==> config.mk <==
export PLATFORM = sky130hd
export DESIGN_NAME = address_lease_pool_flat
export DESIGN_NICKNAME = d
export VERILOG_FILES = /design/src/hw/rtl/alp_pkg.sv /design/src/hw/rtl/alp_if.sv /design/src/hw/rtl/alp_ram.sv /design/src/hw/rtl/alp_datapath.sv /design/src/hw/rtl/alp_ctrl.sv /design/src/hw/rtl/address_lease_pool.sv /design/src/flat_wrapper.sv
export SDC_FILE = /design/constraint.sdc
export NUM_CORES = 2
export LEC_CHECK = 0
export ABC_AREA = 1
export ABC_CLOCK_PERIOD_IN_PS = 13630
export BUFFER_PORTS_ARGS = -buffer_cell sky130_fd_sc_hd__buf_2
export CORE_MARGIN = 4
export CORE_UTILIZATION = 25
export CTS_BUF_LIST = sky130_fd_sc_hd__clkbuf_4 sky130_fd_sc_hd__clkbuf_8
export DETAILED_ROUTE_END_ITERATION = 6
export PLACE_DENSITY = 0.42
export RECOVER_POWER = 25
export SLEW_MARGIN = 20
export SYNTH_ARGS = -nofsm -noshare
export SYNTH_HDL_FRONTEND = slang
export SYNTH_SLANG_ARGS = --single-unit
==> constraint.sdc <==
create_clock -name clk -period 13.63 [get_ports clk]
set_clock_uncertainty 0.05 [all_clocks]
set_input_delay 1.363 -clock clk [delete_from_list [all_inputs] [get_ports clk]]
set_output_delay 1.363 -clock clk [all_outputs]
set_load 0.02 [all_outputs]
==> src/hw/rtl/alp_pkg.sv <==
// shared types, codes and constants of the address lease pool
package alp_pkg;

    localparam int LEASE_DEPTH_DEF = 64;
    localparam int ADDR_W          = 32;
    localparam int CLIENT_W        = 32;
    localparam int LIMIT_W         = 7;
    localparam int STATUS_W        = 3;
    localparam int CFG_IDX_W       = 2;
    localparam int CFG_DATA_W      = 32;
    // lease table entry: valid flag on top of the client identifier
    localparam int ENTRY_W         = CLIENT_W + 1;

    // configuration register indexes
    localparam logic [CFG_IDX_W-1:0] CFG_SERVER_ADDRESS = 2'd0;
    localparam logic [CFG_IDX_W-1:0] CFG_SUBNET_MASK    = 2'd1;
    localparam logic [CFG_IDX_W-1:0] CFG_CLIENT_LIMIT   = 2'd2;

    // result status codes
    localparam logic [STATUS_W-1:0] ST_EXISTING  = 3'd0;
    localparam logic [STATUS_W-1:0] ST_NEW       = 3'd1;
    localparam logic [STATUS_W-1:0] ST_EXHAUSTED = 3'd2;
    localparam logic [STATUS_W-1:0] ST_OUTSIDE   = 3'd3;
    localparam logic [STATUS_W-1:0] ST_CLEARED   = 3'd4;

    // input command codes
    localparam logic CMD_REQUEST = 1'b0;
    localparam logic CMD_CLEAR   = 1'b1;

    // controller to datapath
    typedef struct packed {
        logic                capture;
        logic                cnt_clear;
        logic                calc;
        logic                scan;
        logic                sweep;
        logic                slot_write;
        logic                res_load;
        logic [STATUS_W-1:0] res_code;
        logic                out_load;
    } alp_cmd_t;

    // datapath to controller
    typedef struct packed {
        logic outside;
        logic scan_done;
        logic sweep_done;
        logic hit;
        logic free;
    } alp_sts_t;

endpackage

==> src/hw/rtl/alp_if.sv <==
// request and response channel interfaces
interface alp_req_if;
    import alp_pkg::*;
    logic                valid;
    logic                ready;
    logic                command;
    logic [CLIENT_W-1:0] client_id;

    modport source (output valid, output command, output client_id, input ready);
    modport sink (input valid, input command, input client_id, output ready);
endinterface

interface alp_rsp_if;
    import alp_pkg::*;
    logic                valid;
    logic                ready;
    logic [ADDR_W-1:0]   assigned_address;
    logic [STATUS_W-1:0] status;

    modport source (output valid, output assigned_address, output status, input ready);
    modport sink (input valid, input assigned_address, input status, output ready);
endinterface

==> src/hw/rtl/alp_ram.sv <==
// generic single write port, single read port ram with registered read
module alp_ram
    import alp_pkg::*;
#(
    parameter int WIDTH = ENTRY_W,
    parameter int DEPTH = LEASE_DEPTH_DEF
)
(
    input  logic                     clk,
    input  logic                     we,
    input  logic [$clog2(DEPTH)-1:0] waddr,
    input  logic [WIDTH-1:0]         wdata,
    input  logic [$clog2(DEPTH)-1:0] raddr,
    output logic [WIDTH-1:0]         rdata
);

    logic [WIDTH-1:0] mem [DEPTH];

    always_ff @(posedge clk)
    begin
        if (we)
        begin
            mem[waddr] <= wdata;
        end
        rdata <= mem[raddr];
    end

endmodule

==> src/hw/rtl/alp_datapath.sv <==
// lease pool datapath: config registers, lease table, scan and result registers
module alp_datapath
    import alp_pkg::*;
#(
    parameter int LEASE_DEPTH = LEASE_DEPTH_DEF
)
(
    input  logic                  clk,
    input  logic                  rst_n,
    input  alp_cmd_t              cmd,
    output alp_sts_t              sts,
    input  logic [CLIENT_W-1:0]   client_id,
    input  logic                  cfg_we,
    input  logic [CFG_IDX_W-1:0]  cfg_index,
    input  logic [CFG_DATA_W-1:0] cfg_data,
    output logic [ADDR_W-1:0]     assigned_address,
    output logic [STATUS_W-1:0]   status
);

    localparam int AW = $clog2(LEASE_DEPTH);
    localparam int CW = $clog2(LEASE_DEPTH + 1);
    localparam logic [CW-1:0]     DEPTH_C  = CW'(LEASE_DEPTH);
    localparam logic [ADDR_W-1:0] DEPTH_32 = ADDR_W'(LEASE_DEPTH);

    logic [ADDR_W-1:0]   server_address_reg;
    logic [ADDR_W-1:0]   subnet_mask_reg;
    logic [LIMIT_W-1:0]  client_limit_reg;

    logic [CLIENT_W-1:0] cid_reg;
    logic [ADDR_W-1:0]   start_reg;
    logic [CW-1:0]       lim_reg;
    logic [CW-1:0]       cnt_reg;
    logic                pipe_vld_reg;
    logic [AW-1:0]       pipe_idx_reg;
    logic                hit_reg;
    logic [AW-1:0]       hit_idx_reg;
    logic                free_reg;
    logic [AW-1:0]       free_idx_reg;
    logic [ADDR_W-1:0]   res_addr_reg;
    logic [STATUS_W-1:0] res_status_reg;
    logic [ADDR_W-1:0]   out_addr_reg;
    logic [STATUS_W-1:0] out_status_reg;

    logic [ADDR_W-1:0]   host;
    logic [ADDR_W-1:0]   derived_lim;
    logic [ADDR_W-1:0]   raw_lim;
    logic [CW-1:0]       lim_next;
    logic [ADDR_W-1:0]   last_addr;
    logic                cnt_end;
    logic                issue;
    logic                sweep_we;
    logic                ram_we;
    logic [AW-1:0]       ram_waddr;
    logic [ENTRY_W-1:0]  ram_wdata;
    logic [ENTRY_W-1:0]  ram_rdata;
    logic                slot_valid;
    logic [CLIENT_W-1:0] slot_client;
    logic [ADDR_W-1:0]   res_addr_next;

    // effective client limit, saturated at the table depth
    always_comb
    begin
        host        = ~subnet_mask_reg;
        derived_lim = (host < 32'd2) ? '0 : host - 32'd2;
        raw_lim     = (client_limit_reg == '0) ? derived_lim
                                               : ADDR_W'(client_limit_reg);
        lim_next    = (raw_lim > DEPTH_32) ? DEPTH_C : raw_lim[CW-1:0];
    end

    assign last_addr = start_reg + ADDR_W'(lim_reg) - 32'd1;

    assign cnt_end   = (cnt_reg == DEPTH_C);
    assign issue     = cmd.scan && !cnt_end;
    assign sweep_we  = cmd.sweep && !cnt_end;
    assign ram_we    = sweep_we || cmd.slot_write;
    assign ram_waddr = cmd.slot_write ? free_idx_reg : cnt_reg[AW-1:0];
    assign ram_wdata = cmd.slot_write ? {1'b1, cid_reg} : '0;

    alp_ram #(
        .WIDTH (ENTRY_W),
        .DEPTH (LEASE_DEPTH)
    ) u_table (
        .clk   (clk),
        .we    (ram_we),
        .waddr (ram_waddr),
        .wdata (ram_wdata),
        .raddr (cnt_reg[AW-1:0]),
        .rdata (ram_rdata)
    );

    assign slot_valid  = ram_rdata[ENTRY_W-1];
    assign slot_client = ram_rdata[CLIENT_W-1:0];

    always_comb
    begin
        case (cmd.res_code)
            ST_EXISTING: res_addr_next = start_reg + ADDR_W'(hit_idx_reg);
            ST_NEW:      res_addr_next = start_reg + ADDR_W'(free_idx_reg);
            default:     res_addr_next = '0;
        endcase
    end

    assign sts.outside    = ((server_address_reg ^ last_addr) & subnet_mask_reg) != '0;
    assign sts.scan_done  = cnt_end && !pipe_vld_reg;
    assign sts.sweep_done = cnt_end;
    assign sts.hit        = hit_reg;
    assign sts.free       = free_reg;

    assign assigned_address = out_addr_reg;
    assign status           = out_status_reg;

    always_ff @(posedge clk or negedge rst_n)
    begin
        if (!rst_n)
        begin
            server_address_reg <= '0;
            subnet_mask_reg    <= 32'hFFFF_FF00;
            client_limit_reg   <= '0;
            cnt_reg            <= '0;
            pipe_vld_reg       <= 1'b0;
            hit_reg            <= 1'b0;
            free_reg           <= 1'b0;
        end
        else
        begin
            if (cfg_we)
            begin
                case (cfg_index)
                    CFG_SERVER_ADDRESS: server_address_reg <= cfg_data;
                    CFG_SUBNET_MASK:    subnet_mask_reg    <= cfg_data;
                    CFG_CLIENT_LIMIT:   client_limit_reg   <= cfg_data[LIMIT_W-1:0];
                    default:            ;
                endcase
            end

            if (cmd.cnt_clear)
            begin
                cnt_reg      <= '0;
                pipe_vld_reg <= 1'b0;
                hit_reg      <= 1'b0;
                free_reg     <= 1'b0;
            end
            else
            begin
                pipe_vld_reg <= issue;
                if (issue || sweep_we)
                begin
                    cnt_reg <= cnt_reg + CW'(1);
                end
                // compare the word read in the previous cycle
                if (pipe_vld_reg)
                begin
                    if (slot_valid && slot_client == cid_reg && !hit_reg)
                    begin
                        hit_reg <= 1'b1;
                    end
                    if (!slot_valid && CW'(pipe_idx_reg) < lim_reg && !free_reg)
                    begin
                        free_reg <= 1'b1;
                    end
                end
            end
        end
    end

    always_ff @(posedge clk)
    begin
        pipe_idx_reg <= cnt_reg[AW-1:0];
        if (pipe_vld_reg && slot_valid && slot_client == cid_reg && !hit_reg)
        begin
            hit_idx_reg <= pipe_idx_reg;
        end
        if (pipe_vld_reg && !slot_valid && CW'(pipe_idx_reg) < lim_reg && !free_reg)
        begin
            free_idx_reg <= pipe_idx_reg;
        end
        if (cmd.capture)
        begin
            cid_reg <= client_id;
        end
        if (cmd.calc)
        begin
            start_reg <= (server_address_reg & subnet_mask_reg) + 32'd2;
            lim_reg   <= lim_next;
        end
        if (cmd.res_load)
        begin
            res_addr_reg   <= res_addr_next;
            res_status_reg <= cmd.res_code;
        end
        if (cmd.out_load)
        begin
            out_addr_reg   <= res_addr_reg;
            out_status_reg <= res_status_reg;
        end
    end

    a_free_below_limit: assert property (@(posedge clk) disable iff (!rst_n)
        free_reg |-> CW'(free_idx_reg) < lim_reg)
        else $error("free slot found at or above the client limit");

    a_write_only_new: assert property (@(posedge clk) disable iff (!rst_n)
        cmd.slot_write |-> free_reg && !hit_reg && cmd.res_code == ST_NEW)
        else $error("table written without a new lease");

endmodule

==> src/hw/rtl/alp_ctrl.sv <==
// lease pool controller state machine
module alp_ctrl
    import alp_pkg::*;
(
    input  logic     clk,
    input  logic     rst_n,
    input  logic     in_valid,
    input  logic     in_command,
    output logic     in_ready,
    output logic     out_valid,
    input  logic     out_ready,
    output alp_cmd_t cmd,
    input  alp_sts_t sts
);

    typedef enum logic [2:0] {
        S_INIT,
        S_IDLE,
        S_CLEAR,
        S_CALC,
        S_CHECK,
        S_SCAN,
        S_DECIDE,
        S_DONE
    } state_t;

    state_t state_reg;
    state_t state_next;
    logic   out_valid_reg;
    logic   out_valid_next;

    assign in_ready  = (state_reg == S_IDLE);
    assign out_valid = out_valid_reg;

    always_comb
    begin
        state_next = state_reg;
        cmd        = '0;
        cmd.res_code = ST_EXHAUSTED;
        case (state_reg)
            S_INIT:
            begin
                cmd.sweep = 1'b1;
                if (sts.sweep_done)
                begin
                    state_next = S_IDLE;
                end
            end
            S_IDLE:
            begin
                if (in_valid)
                begin
                    cmd.capture   = 1'b1;
                    cmd.cnt_clear = 1'b1;
                    state_next    = (in_command == CMD_CLEAR) ? S_CLEAR : S_CALC;
                end
            end
            S_CLEAR:
            begin
                cmd.sweep = 1'b1;
                if (sts.sweep_done)
                begin
                    cmd.res_load = 1'b1;
                    cmd.res_code = ST_CLEARED;
                    state_next   = S_DONE;
                end
            end
            S_CALC:
            begin
                cmd.calc   = 1'b1;
                state_next = S_CHECK;
            end
            S_CHECK:
            begin
                if (sts.outside)
                begin
                    cmd.res_load = 1'b1;
                    cmd.res_code = ST_OUTSIDE;
                    state_next   = S_DONE;
                end
                else
                begin
                    state_next = S_SCAN;
                end
            end
            S_SCAN:
            begin
                cmd.scan = 1'b1;
                if (sts.scan_done)
                begin
                    state_next = S_DECIDE;
                end
            end
            S_DECIDE:
            begin
                cmd.res_load = 1'b1;
                if (sts.hit)
                begin
                    cmd.res_code = ST_EXISTING;
                end
                else if (sts.free)
                begin
                    cmd.res_code   = ST_NEW;
                    cmd.slot_write = 1'b1;
                end
                else
                begin
                    cmd.res_code = ST_EXHAUSTED;
                end
                state_next = S_DONE;
            end
            S_DONE:
            begin
                // wait for the output register to be free
                if (!out_valid_reg || out_ready)
                begin
                    cmd.out_load = 1'b1;
                    state_next   = S_IDLE;
                end
            end
            default:
            begin
                state_next = S_INIT;
            end
        endcase
    end

    always_comb
    begin
        if (cmd.out_load)
        begin
            out_valid_next = 1'b1;
        end
        else if (out_ready)
        begin
            out_valid_next = 1'b0;
        end
        else
        begin
            out_valid_next = out_valid_reg;
        end
    end

    always_ff @(posedge clk or negedge rst_n)
    begin
        if (!rst_n)
        begin
            state_reg     <= S_INIT;
            out_valid_reg <= 1'b0;
        end
        else
        begin
            state_reg     <= state_next;
            out_valid_reg <= out_valid_next;
        end
    end

    a_word_from_done: assert property (@(posedge clk) disable iff (!rst_n)
        $rose(out_valid_reg) |-> $past(state_reg == S_DONE))
        else $error("response word raised outside the done state");

    a_accept_leaves_idle: assert property (@(posedge clk) disable iff (!rst_n)
        in_valid && in_ready |=> state_reg == S_CLEAR || state_reg == S_CALC)
        else $error("accepted word did not start work");

endmodule

==> src/hw/rtl/address_lease_pool.sv <==
// address lease pool top level: controller, datapath and channel hookup
// a request is accepted, its pool start and limit computed, the table scanned one entry a cycle
// with registered read, then decided and loaded to the output; outside subnet skips the scan,
// clear sweeps the table; one word in work at a time: the next word is accepted once the
// previous result loads into the output register; a response held by the sink stalls the input
// after reset a clearing pass empties the table before any accept
module address_lease_pool
    import alp_pkg::*;
#(
    parameter int LEASE_DEPTH = LEASE_DEPTH_DEF
)
(
    input  logic                  clk,
    input  logic                  rst_n,
    alp_req_if.sink               req,
    alp_rsp_if.source             rsp,
    input  logic                  cfg_we,
    input  logic [CFG_IDX_W-1:0]  cfg_index,
    input  logic [CFG_DATA_W-1:0] cfg_data
);

    alp_cmd_t cmd;
    alp_sts_t sts;

    alp_ctrl u_ctrl (
        .clk        (clk),
        .rst_n      (rst_n),
        .in_valid   (req.valid),
        .in_command (req.command),
        .in_ready   (req.ready),
        .out_valid  (rsp.valid),
        .out_ready  (rsp.ready),
        .cmd        (cmd),
        .sts        (sts)
    );

    alp_datapath #(
        .LEASE_DEPTH (LEASE_DEPTH)
    ) u_datapath (
        .clk              (clk),
        .rst_n            (rst_n),
        .cmd              (cmd),
        .sts              (sts),
        .client_id        (req.client_id),
        .cfg_we           (cfg_we),
        .cfg_index        (cfg_index),
        .cfg_data         (cfg_data),
        .assigned_address (rsp.assigned_address),
        .status           (rsp.status)
    );

endmodule

==> src/flat_wrapper.sv <==
// flat-port wrapper written by rule: the top's interface ports become plain ports
module address_lease_pool_flat import alp_pkg::*;
#(
    parameter int LEASE_DEPTH = LEASE_DEPTH_DEF
)
  (clk, rst_n, cfg_we, cfg_index, cfg_data, req_valid, req_command, req_client_id, req_ready, rsp_valid, rsp_assigned_address, rsp_status, rsp_ready);
  alp_req_if req_i ();
  alp_rsp_if rsp_i ();
  input  logic clk;
  input  logic rst_n;
  input  logic cfg_we;
  input  logic [CFG_IDX_W-1:0] cfg_index;
  input  logic [CFG_DATA_W-1:0] cfg_data;
  input wire logic [$bits(req_i.valid)-1:0] req_valid;
  input wire logic [$bits(req_i.command)-1:0] req_command;
  input wire logic [$bits(req_i.client_id)-1:0] req_client_id;
  output wire logic [$bits(req_i.ready)-1:0] req_ready;
  output wire logic [$bits(rsp_i.valid)-1:0] rsp_valid;
  output wire logic [$bits(rsp_i.assigned_address)-1:0] rsp_assigned_address;
  output wire logic [$bits(rsp_i.status)-1:0] rsp_status;
  input wire logic [$bits(rsp_i.ready)-1:0] rsp_ready;
  assign req_i.valid = req_valid;
  assign req_i.command = req_command;
  assign req_i.client_id = req_client_id;
  assign req_ready = req_i.ready;
  assign rsp_valid = rsp_i.valid;
  assign rsp_assigned_address = rsp_i.assigned_address;
  assign rsp_status = rsp_i.status;
  assign rsp_i.ready = rsp_ready;
  address_lease_pool #(.LEASE_DEPTH(LEASE_DEPTH)) u_core (.clk(clk), .rst_n(rst_n), .req(req_i), .rsp(rsp_i), .cfg_we(cfg_we), .cfg_index(cfg_index), .cfg_data(cfg_data));
endmodule
-- Word-level counts from Yosys, hierarchy flattened
Memory sizes are Yosys's and may differ from the RTL's. A register that Yosys moved wholly into a read port is not among the register bits.
Index checks and enable logic that the tools add are counted.
Widths: inputs -> output; s select.
- output and inout port bits: 37
- latch bits: 0
- memories kept: 1
- memory bits (writable): 2112
- word-level logic and storage cells: 131
- flip-flop bits (word level): 244
- bits in read-only memories: 0
- input bits: 72
- memories (name ; words ; width ; read ports ; clocked after memory_dff ; write ports ; RTL line ; text):
    u_core.u_datapath.u_table.mem ; 64 ; 33 ; 1 ; 1 ; 1 ; alp_ram.sv:17 ; logic [WIDTH-1:0] mem [DEPTH];
- multipliers: 0
- shifts and indexed selects: 0
- add/subtract/negate cells: 7
- divide/modulo/power cells: 0
- muxes and demuxes: 41
- equality and inequality tests: 17
- bitwise logic cells: 4
- magnitude comparators: 3
- reductions and logical operators: 39
- operators by type and width (kind ; number):
    $add 32x6->32 ; 2
    $and 32x32->32 ; 2
    $mux 32 ; 2
    $pmux 32 s2 ; 1
    $mux 33 ; 1
    $add 32x2->32 const B ; 1
    $add 32x7->32 ; 1
    $eq 32x32->1 ; 1
    $gt 32x7->1 const B ; 1
    $lt 32x2->1 const B ; 1
    $not 32->32 ; 1
    $reduce_bool 32->1 ; 1
    $sub 32x1->32 const B ; 1
    $sub 32x2->32 const B ; 1
    $xor 32x32->32 ; 1
    $pmux 3 s8 ; 1
    $mux 1 ; 20
    $mux 3 ; 6
    $mux 7 ; 2
    $logic_and 1x1->1 ; 13
    $eq 3x3->1 const B ; 4
    $pmux 4 s3 ; 1
    $reduce_and 2->1 ; 5
    $reduce_bool 2->1 ; 5
    19 further kinds ; 36

-- Longest topological paths before layout
- depth in word-level cells: 9
- gate-level depth with buffers: 26
- depth with buffers taken out: 25

-- By module
Synthesis repeated with hierarchy kept, for this count alone.
- cells, all modules: 8971
- area, all modules: 101254.6 um^2
- modules (own cells, without submodules) (module ; area each (um^2) ; instances ; cells an instance ; sequential area each (um^2)):
    alp_ram ; 85714.7 ; 1 ; 6980 ; 64081.5
    alp_datapath ; 15099.5 ; 1 ; 1929 ; 6771.5
    alp_ctrl ; 440.4 ; 1 ; 62 ; 100.1

-- Worst setup path after synthesis
Ideal clock, no wire load.
- path kind: reg2reg
- start: register u_core.u_datapath.cnt_reg[0]
- end: memory u_core.u_datapath.u_table.mem[45][0] (netlist bit) (enable)
- arrival: 3.790 ns
- data required time: 13.157 ns
- setup slack: 9.367 ns
- setup time: 0.423 ns
- period minus slack after synthesis: 4.263 ns
- buffers on the path: 5
- stages on the path, launching flop included: 15
- path through: dfrtp_1 clkinv_1 buf_2 clkbuf_1 buf_2 clkbuf_1 ha_1 nand4_1 inv_1 nor3_2 nor2_1 inv_1 buf_2 nand3_2 nor2_1
- word-level cells in the longest chain between the ends: 6
- elaborated cells on any way between the ends: 7
- those cells by class: eq/ne: 1; mux: 3; reduce/logical: 3
- RTL lines (element ; RTL line ; text):
    start: declaration ; alp_datapath.sv:32 ; logic [CW-1:0] cnt_reg;
    start signal: assignment ; alp_datapath.sv:148 ; cnt_reg <= cnt_reg + CW'(1);
    $eq 7x7->1 ; alp_datapath.sv:72 ; assign cnt_end = (cnt_reg == DEPTH_C);
    $logic_not 1->1 ; alp_datapath.sv:74 ; assign sweep_we = cmd.sweep && !cnt_end;
    $logic_and 1x1->1 ; alp_datapath.sv:74 ;
    $logic_or 1x1->1 ; alp_datapath.sv:75 ; assign ram_we = sweep_we || cmd.slot_write;
    $mux 1 ; alp_ram.sv:21 ; if (we)
    $mux 1 (implied by the code) ; alp_ram.sv:23 ; mem[waddr] <= wdata;
    end: declaration ; alp_ram.sv:17 ;
Parallel ways exist; a longest one is shown, timed or not.

-- Final worst setup path
- start: register u_core.u_ctrl.state_reg[0]
- end: memory u_core.u_datapath.u_table.mem[39][28] (netlist bit) (enable)
- word-level cells in the longest chain between the ends: 7
- elaborated cells on any way between the ends: 11
- those cells by class: eq/ne: 2; mux: 5; reduce/logical: 4
- RTL lines (element ; RTL line ; text):
    start: declaration ; alp_ctrl.sv:27 ; state_t state_reg;
    start signal: assignment ; alp_ctrl.sv:153 ; state_reg <= state_next;
    $eq 3x2->1 / $logic_not 3->1 (equally long branches) ; alp_ctrl.sv:40 ; case (state_reg)
    $reduce_or 2->1 (no line) ; n/a ;
    $mux 1 ; alp_ctrl.sv:40 ;
    $logic_and 1x1->1 ; alp_datapath.sv:74 ;
    $logic_or 1x1->1 ; alp_datapath.sv:75 ;
    $mux 1 ; alp_ram.sv:21 ;
    $mux 1 (implied by the code) ; alp_ram.sv:23 ;
Parallel ways exist; a longest one is shown, timed or not.

==> flow_summary.toml <==
[outcome]
status = "complete, but fails checks"
violations = "capacitance limit, slew limit"

[global_route]
antenna_found_initial = 30
grt_pass1_wl_um = 487000
grt_max_degree = 182
grt_remaining_overflow = 0
grt_pass1_vias = 63800
grtUsageTotal_pct = 16.7

[placement]
place_ws_ps = 7800
routabilityCongestion = 0.837
port_buffers = 108
dp.cells = 12800
dp_hpwl_um = 203000

[sta]
finalHoldViolCount = 0
rsz0062_at_grt = "no"
fin_crit_sh_pct = 63.8
maxSlewHeadroom_pct = -197
max_freq_mhz = 115
tightest_slew_ps = 4450
fin_hold_ws_ps = 366
fin_tns_setup_ps = 0
setup_viol = 0
fin_crit_ps = 8700
drv_slew = 1657
fin_ws_ps = 4930

[floorplan]
die_height_um = 632
start_util_pct = 25.2
rows = 228
die_area_mm2 = 0.399
pin_count = 109
fp.dieW_um = 632
core_mm2 = 0.387

[critical_path]
critPathMaxFanout = 69
cp-start-kind = "flip-flop"
cp_slowest_stage_delay_ps = 2670
worstPathArrival_ps = 9320
slowest_stage = "clkbuf_1"
path_class = "flip-flop to flip-flop"
r2r_slack_ps = 4930
cpLargestDelayFamily = "buffers and inverters"
critPathBufInv = 5
cp_data_required_time_ps = 14240
worstPathCellList = "inv_1, nand2_2, nor2_1, clkinv_1, nor3_1, clkbuf_1, nor2_1, inv_1, nand3_1, nor2_4, buf_4"
endpoint_kind = "flip-flop"

[cells_and_area]
fill_cells = 39700
seq_area_mm2 = 0.0710
area_delta_synth_final_pct = 15.7
reg_top3 = "u_core.u_datapath.u_table.mem: 2112 flops, u_core.u_datapath.u_table.rdata: 33 flops"
regMostFlops = "u_core.u_datapath.u_table.mem"
nets = 8173
multi_input_area_mm2 = 0.0240
layout.cells.non_filler = 13500
drive_above_1_share_pct = 12.3
largest_reg_flops = 2112

[yosys]
ys_ff_latch = 2389
syn_inst = 7799
yosysMostFrequentCell = "edfxtp_1"
synth_top_flop_cell = "edfxtp_1"
post_synth.cell_area_avg_um2 = 12.5
netlist_area_mm2 = 0.0974
ys_top_cells_by_area = "edfxtp_1, o21ai_0, nor2_1"
yosysSeqAreaShare_pct = 72.9
synthesis.nets = 7948
yosys.cell_types.count = 61
synth_top_area_share_pct = 69.9
async_flop_share_pct = 3.56
yosysTopAreaCell = "edfxtp_1"
yosysWarnings = 0
synth_edf_count = 2265
ys_top_cells_by_count = "edfxtp_1, nor2_1, o21ai_0"

[run]
cap_violations = 33

[clock_tree]
clkLatencyLatePin_ps = 1030
clk_pin_slew_worst_paths_ps = 60
holdBufCountCts = 0
cts_tree = "built"
clock_path_buffers = 4
cts_root_buf = "clkbuf_8"
postCtsSetupBuffers = 0
postCtsResizedCells = 0
htreeDepth = 5
numCtsBuffers = 407
clkSinkCount = 2389

[routing]
routed.top_layer = "met5"
wirelength_um = 346000
drc_errors = 0
vias_per_cell = 4.84
routedWlPerCell_um = 25.6
met1_length_um = 154000
wl_met3_um = 19400
drtAntennaViolNets = 0
route.vias.total = 65500
route.met2.wl_um = 162000
firstDrtPassIters = 6
first_iter_violations = 6084

[pwr]
max-vdd-ir-drop_uv = 159
p_leak_nw = 37.6
p_per_area_mw_per_mm2 = 204

[worst_hold_path]
hp-class = "flip-flop to flip-flop"
## metal layers
| layer | up-vias | track usage, % |
|---|---|---|
| met4 | 2 | 5.12 |
| met3 | 483 | 2.38 |
| met5 | - | 0 |
| met2 | 2126 | 27.1 |
| met1 | 33800 | 22.9 |
| li1 | 29100 | - |
## cell type report
class | count | area share, %
Antenna cell | 11 | 0.0244
Clock buffer | 580 | 6.27
Clock inverter | 141 | 0.651
Inverter | 344 | 1.18
Multi-Input combinational cell | 4604 | 21.3
Sequential cell | 2389 | 63.0
Tap cell | 5175 | 5.75
Timing Repair Buffer | 278 | 1.79
## power by group
| group | internal [mW] | switching, mW | total, mW |
|---|---|---|---|
| clock | 3.37 | 2.95 | 6.33 |
| combinational | 1.90 | 5.77 | 7.66 |
| sequential | 8.60 | 0.385 | 8.99 |
| total | 13.9 | 9.10 | 23.0 |
## worst paths after layout
path / startpoint / endpoint / cells after the start
worst max-delay path: u_core.u_ctrl.state_reg[0] / u_core.u_datapath.u_table.mem[39][28] / 11
worst min-delay path: u_core.u_datapath.res_addr_reg[29] / u_core.u_datapath.assigned_address[29] / 0
worst max register to register: u_core.u_ctrl.state_reg[0] / u_core.u_datapath.u_table.mem[39][28] / 11
worst min register to register: u_core.u_datapath.res_addr_reg[29] / u_core.u_datapath.assigned_address[29] / 0
max in group asynchronous: rst_n / u_core.u_datapath.subnet_mask_reg[0] / 2
min in group asynchronous: rst_n / u_core.u_datapath.server_address_reg[30] / 1
## cells in the final DEF (no fill, tap or decap), types with 60 or more instances in the layout
cell,n
o211ai_1,75
o22ai_1,379
xor2_1,63
clkinv_1,96
o221ai_1,147
nand2_1,724
a21oi_1,120
ha_1,75
buf_4,120
clkbuf_8,433
edfxtp_1,2265
clkbuf_4,147
nor2_1,1239
nand3_1,190
buf_2,60
nor2_4,97
o21ai_0,1186
inv_1,329
clkbuf_1,73
## per-stage QoR
stage	instance area [um^2]	power, mW	util [%]
2_1_floorplan	97400	13.3	-
6_report	113000	23.0	29.1
5_1_grt	113000	24.2	29.1
4_1_cts	113000	23.2	29.2
3_3_place_gp	105000	16.8	27.1
3_5_place_dp	105000	16.8	27.2
## logic make-up (layout without fill, tap and decap cells)
family                     Yosys count  in the layout  synth area share [%]
AOI/OAI and AO/OA                 2018           2018                  11.9
buffers and inverters              806           1343                  3.17
DFF                               2389           2389                  72.9
xor gates and xnor gates           107            107                 0.963
adders and majority gates           77             77                  1.01
and+or+nand+nor                   2402           2402                  10.0
other                                0             11                     0
Power figures use the tool's default switching activity.
